==> src/rtl/bmis_pkg.sv <==
`timescale 1ns / 1ps
package bmis_pkg;

  localparam int MEM_WORDS_DEF = 128;
  localparam int WORD_BITS_DEF = 32;

  localparam int DATA_BITS  = 32;
  localparam int LADDR_BITS = 7;
  localparam int PC_BITS    = 7;

  localparam logic FUNC_LOAD = 1'b0;

  localparam int OP_MEM_READ  = 0;
  localparam int OP_MEM_WRITE = 1;
  localparam int OP_BRANCH    = 10;
  localparam int OP_BUS_MAR   = 11;
  localparam int OP_BUS_MBR   = 12;
  localparam int OP_BUS_PC    = 13;
  localparam int OP_BUS_D     = 14;
  localparam int OP_BUS_E     = 15;
  localparam int OP_MAR_BUS   = 21;
  localparam int OP_MBR_BUS   = 22;
  localparam int OP_PC_BUS    = 23;
  localparam int OP_D_BUS     = 24;
  localparam int OP_E_BUS     = 25;
  localparam int OP_BUS_P     = 31;
  localparam int OP_BUS_Q     = 32;
  localparam int OP_ADD       = 33;
  localparam int OP_SUB       = 34;
  localparam int OP_MUL       = 35;
  localparam int OP_DIV       = 36;
  localparam int OP_INPUT     = 47;
  localparam int OP_OUTPUT    = 48;
  localparam int OP_HALT      = 49;
  localparam int OP_IMM_BASE  = 500;
  localparam int OP_IMM_LAST  = 599;

  typedef enum logic [2:0] {
    ST_IDLE,
    ST_EXEC,
    ST_LOAD,
    ST_ARITH,
    ST_DONE
  } state_t;

  typedef enum logic {
    MD_MUL,
    MD_DIV
  } md_op_t;

  typedef struct packed {
    logic   start;
    md_op_t op;
  } md_req_t;

endpackage

==> src/rtl/bmis_muldiv.sv <==
`timescale 1ns / 1ps
module bmis_muldiv
  import bmis_pkg::*;
#(
  parameter int WORD_BITS = WORD_BITS_DEF
) (
  input  logic                 clk,
  input  logic                 rst_n,
  input  md_req_t              req,
  input  logic [WORD_BITS-1:0] opa,
  input  logic [WORD_BITS-1:0] opb,
  output logic                 done,
  output logic [WORD_BITS-1:0] result
);

  localparam int CNT_BITS = $clog2(WORD_BITS);

  logic [WORD_BITS-1:0] x_r, y_r, acc_r;
  logic [CNT_BITS-1:0]  cnt_r;
  logic                 busy_r, done_r, neg_r, divz_r;
  md_op_t               op_r;

  logic [WORD_BITS:0]   shifted, trial;

  assign shifted = {acc_r, x_r[WORD_BITS-1]};
  assign trial   = shifted - {1'b0, y_r};

  always_ff @(posedge clk) begin
    if (!rst_n) begin
      busy_r <= 1'b0;
      done_r <= 1'b0;
    end else begin
      done_r <= 1'b0;
      if (req.start) begin
        busy_r <= 1'b1;
      end else if (busy_r && cnt_r == CNT_BITS'(WORD_BITS - 1)) begin
        busy_r <= 1'b0;
        done_r <= 1'b1;
      end
    end
  end

  always_ff @(posedge clk) begin
    if (req.start) begin
      op_r   <= req.op;
      cnt_r  <= '0;
      acc_r  <= '0;
      neg_r  <= opa[WORD_BITS-1] ^ opb[WORD_BITS-1];
      divz_r <= (opb == '0);
      if (req.op == MD_DIV) begin
        x_r <= opa[WORD_BITS-1] ? -opa : opa;
        y_r <= opb[WORD_BITS-1] ? -opb : opb;
      end else begin
        x_r <= opa;
        y_r <= opb;
      end
    end else if (busy_r) begin
      cnt_r <= cnt_r + CNT_BITS'(1);
      if (op_r == MD_DIV) begin
        if (!trial[WORD_BITS]) begin
          acc_r <= trial[WORD_BITS-1:0];
          x_r   <= {x_r[WORD_BITS-2:0], 1'b1};
        end else begin
          acc_r <= shifted[WORD_BITS-1:0];
          x_r   <= {x_r[WORD_BITS-2:0], 1'b0};
        end
      end else begin
        if (y_r[0]) begin
          acc_r <= acc_r + x_r;
        end
        x_r <= {x_r[WORD_BITS-2:0], 1'b0};
        y_r <= {1'b0, y_r[WORD_BITS-1:1]};
      end
    end
  end

  always_comb begin
    if (op_r == MD_MUL) begin
      result = acc_r;
    end else if (divz_r) begin
      result = '0;
    end else if (neg_r) begin
      result = -x_r;
    end else begin
      result = x_r;
    end
  end

  assign done = done_r;

endmodule

==> config.mk <==
export PLATFORM = sky130hd
export DESIGN_NAME = bmis_muldiv
export DESIGN_NICKNAME = d
export VERILOG_FILES = /design/src/rtl/bmis_pkg.sv /design/src/rtl/bmis_muldiv.sv
export SDC_FILE = /design/constraint.sdc
export NUM_CORES = 1
export LEC_CHECK = 0
export BUFFER_PORTS_ARGS = -buffer_cell sky130_fd_sc_hd__buf_2
export CAP_MARGIN = 30
export CORE_MARGIN = 2
export CORE_UTILIZATION = 55
export CTS_CLUSTER_DIAMETER = 150
export CTS_CLUSTER_SIZE = 16
export DETAILED_ROUTE_END_ITERATION = 10
export GPL_TIMING_DRIVEN = 0
export PLACE_DENSITY_LB_ADDON = 0.12
export SYNTH_ARGS = -nofsm -noshare
export SYNTH_HDL_FRONTEND = slang
export SYNTH_SLANG_ARGS = --single-unit
==> constraint.sdc <==
create_clock -name clk -period 4.2 [get_ports clk]
set_input_delay 0.42 -clock clk [delete_from_list [all_inputs] [get_ports clk]]
set_output_delay 0.42 -clock clk [all_outputs]
set_load 0.05 [all_outputs]
==> results list <==
* Total non-filler cell area in the finished layout: 11,300 µm²
* Number of global-route vias before repair: 9,356
* Worst setup slack before clock tree synthesis: -0.163 ns
- The routed design could run at a clock period as short as 4.12 ns.
- Placer's final routability congestion estimate: 0.928
* Syn-to-layout area delta: 12.4%
- After clock tree synthesis, the clock-pin slew on the worst setup and hold paths is 0.08 ns.
- After detailed routing, the wire length on met1 is 13,500 µm.
- In this run the power density over the cells is 363 nW/µm².
- TritonCTS clock tree: done
- Timing would allow up to 243 MHz.
- Share of synthesized flip-flops with an asynchronous set or reset: 0%
- Summing internal, switching and leakage power gives 4.11 mW.
- Fraction of the core area covered by cells at the end of the flow: 63.0%
* Critical Path Sink Type: primary output
- The most used flip-flop cell after synthesis is sky130_fd_sc_hd__edfxtp_1.
- Global-route wire length before repair: 48,400 µm
- Synthesized Nets: 1,417
- The synthesized netlist contains 67 unique library cells.
- Clock latency on the worst-skew pair, taken at its later pin, is 0.37 ns.
* Width of the die: 139 µm
- Detailed routing placed a total of 14,700 µm of wire on met2.
* DR WL/cell: 18.9 µm
- P_leak: 4.72 nW
* Rel. slew slack: 26.3%
- Dividing the detail-routed via count by the number of cells gives 6.14.
* Number of enable-type register cells in the synthesized netlist: 67
- Final non-filler cell total: 1,630
- Remaining antenna violation count after routing: 0
* Via count: 10,000
- Per report_power, the sequential group accounts for 33.3% of the total.
* Hold/Removal Path Class: input port to flop
- Required @ worst endpoint: 3.78 ns
* VDD IR max: 0.241 mV
* Slew at the pin closest to its max-slew limit: 1.09 ns
- Switching part of the total: 40.3%
* Number of nets at the end of the flow: 1,534
- The HPWL after detailed placement is 24,200 µm.
* Share of the clock period used by the worst path after layout: 98.1%
* Setup CP Type: flop to primary output
- Once the floorplan was initialized, standard cells occupied 56.1% of the core.
- Total CTS buffers: 9
- Net switching component of the power: 1.66 mW
- The first detailed-routing pass ran for 6 iterations.
- The total overflow left after global routing is 0.
* Synthesized instance count: 1,279
- Instance area after placement: 10,900 µm²
- Total inserted antenna cells: 0
- R2R setup slack: 0.20 ns
- After the first detailed-routing iteration, the DRC count stood at 864.
- Internal power of the cells: 2.46 mW
- Number of placement rows: 49
- Sequential elements use 27.7% of the synthesized area.
- The detailed router used layers up to and including met4.
* Hold_ws: 0.305 ns
- Clock Power Share: 25.3%
- Category of the worst setup path launch point: flop
- Detailed route wirelength on metal3: 1790 µm
- The run finished with clean final reports.
- The floorplan step defined a die boundary enclosing 19,400 µm².
- Mean cell area of the mapped netlist: 7.88 µm²
- After routing, the total negative slack on setup checks comes to 0 ns.
* Core area: 18,000 µm²
- The largest single stage delay on the critical path is 0.52 ns.
- Num Clock Sinks: 106
- Cells with a size suffix above 1 make up 10.1% of the layout.
- Total global-route track usage: 31.0%
* Endpoints failing hold: 0
* Number of maximum-capacitance constraint violations: 0
* Routed WL: 30,800 µm
- Maximum net fanout on the critical path: 4
- No sink is reached through more buffers than the 2 on the longest clock path.
- Fin Clk Skew: 0.0101 ns
- Input/output buffers: 100
* Largest net degree at the start of global routing: 33
- The mapped netlist covers 10,100 µm².
- Total setup violations reported at the end of the flow: 0
- Setup repair after global routing could not meet its margin everywhere.
- In the routed design, unresolved DRC markers number 0.
* Antenna violations before repair: 0
- Fraction of power consumed by combinational cells: 41.5%
* Number of top-level pins: 101
- The H-tree was split into 3 levels.
- For this run, the number of Yosys warnings is 0.
- Inst Count DP: 1,609
- The max-slew violation total from the final report is 0.
- Crit-path cells: or3_4 > nor4_4 > nand3_2 > or3_4 > or4_4 > or4_4 > o41ai_4 > xor2_1 > o2bb2ai_1 > buf_4
- In this run the clock root is driven by a sky130_fd_sc_hd__clkbuf_16.
* Die Span Y: 139 µm
- CP arrival: 3.70 ns
* Highest-delay cell along the critical path: sky130_fd_sc_hd__or4_4
- Synthesis inferred 106 register bits.
* PnR worst setup slack: 0.0812 ns
==> cells in the final DEF, fill, tap and decap left out, drive strengths merged, types with 6 or more instances in the layout <==
| cell | count |
|---|---|
| a211oi | 17 |
| a21o | 25 |
| a21oi | 182 |
| a31oi | 13 |
| and2 | 7 |
| and3 | 9 |
| buf | 113 |
| clkbuf | 60 |
| dfxtp | 39 |
| edfxtp | 67 |
| ha | 68 |
| inv | 75 |
| mux2i | 19 |
| nand2 | 110 |
| nand2b | 14 |
| nand3 | 14 |
| nand4 | 9 |
| nor2 | 147 |
| nor2b | 7 |
| nor3 | 19 |
| nor3b | 6 |
| nor4 | 13 |
| o211ai | 19 |
| o21a | 9 |
| o21ai | 68 |
| o21bai | 6 |
| o22ai | 15 |
| o2bb2ai | 20 |
| o31ai | 18 |
| o41ai | 11 |
| or3 | 6 |
| or4 | 7 |
| xnor2 | 82 |
| xor2 | 66 |
==> critical path: cells and delay by family (launching register included) <==
| kind | cells | cell delay (ns) |
|---|---|---|
| DFF | 1 | 0.40 |
| and+or+nand+nor | 6 | 2.20 |
| xor gates and xnor gates | 1 | 0.19 |
| AOI/OAI and AO/OA | 2 | 0.32 |
| buffers and inverters | 1 | 0.21 |
==> state kept, by name, summed over array words and instances, names as in the netlist <==
| name | cells |
|---|---|
| acc_r | 32 |
| x_r | 32 |
| op_r | 1 |
| cnt_r | 5 |
| done | 1 |
| y_r | 32 |
| divz_r | 1 |
| busy_r | 1 |
| neg_r | 1 |
==> layer usage <==
layer / vias up / global-route usage [%]
li1: 4864 / -
met1: 4762 / 41.7
met2: 321 / 52.4
met3: 67 / 4.03
met4: 0 / 9.30
met5: - / 0
==> area by class of cell <==
class / instances / area, µm²
fill: 1708 / 6640
inverter: 73 / 274
clock buffer: 9 / 225
timing repair buffer: 106 / 576
tap: 229 / 287
multi-input combinational: 1042 / 6810
sequential: 106 / 2790
clock inverter: 7 / 124
buffer: 58 / 229
==> worst paths after layout <==
path | startpoint | to | cells past startpoint
setup / recovery | x_r[6] | result[28] | 10
setup reg to reg | x_r[31] | acc_r[17] | 15
hold / removal | rst_n | busy_r | 2
hold reg to reg | cnt_r[3] | cnt_r[3] | 2
==> cells in the mapped netlist (20+ instances only) <==
| library cell | count | area share (%) |
|---|---|---|
| sky130_fd_sc_hd__clkbuf_1 | 49 | 1.8 |
| sky130_fd_sc_hd__nand2_1 | 110 | 4.1 |
| sky130_fd_sc_hd__xor2_1 | 66 | 5.7 |
| sky130_fd_sc_hd__o21ai_0 | 57 | 2.8 |
| sky130_fd_sc_hd__xnor2_1 | 82 | 7.1 |
| sky130_fd_sc_hd__dfxtp_1 | 39 | 7.8 |
| sky130_fd_sc_hd__o2bb2ai_1 | 20 | 1.7 |
| sky130_fd_sc_hd__a21oi_1 | 182 | 9.0 |
| sky130_fd_sc_hd__inv_1 | 72 | 2.7 |
| sky130_fd_sc_hd__a21o_1 | 25 | 1.9 |
| sky130_fd_sc_hd__ha_1 | 68 | 8.4 |
| sky130_fd_sc_hd__edfxtp_1 | 67 | 20 |
| sky130_fd_sc_hd__nor2_1 | 147 | 5.5 |
==> cell families after synthesis <==
| family | Yosys count | share of synthesized area (%) |
|---|---|---|
| compound gates | 427 | 26.2 |
| simple gates | 375 | 17.2 |
| xor+xnor | 148 | 12.9 |
| buf+inv | 131 | 4.93 |
| flops | 106 | 27.7 |
| fa+ha+maj | 70 | 8.84 |
| mux | 22 | 2.22 |
==> what timing repair did <==
action                                  4_1_cts  5_1_grt
endpoints found under the setup margin       21       16
hold buffers                                  0        0
pin swaps                                     0        2
resized for setup                             4       10
setup buffers                                 3        2
==> power by group through the flow <==
stage | sequential, mW | combinational (mW) | clock, mW
finish | 1.37 | 1.71 | 1.04
global route | 1.38 | 1.87 | 1.07
CTS | 1.36 | 1.67 | 1.04
detailed placement | 1.39 | 1.65 | 0
global placement | 1.39 | 1.62 | 0
floorplan | 1.34 | 1.26 | 0
Note: power is estimated with default switching activity, not from simulation.
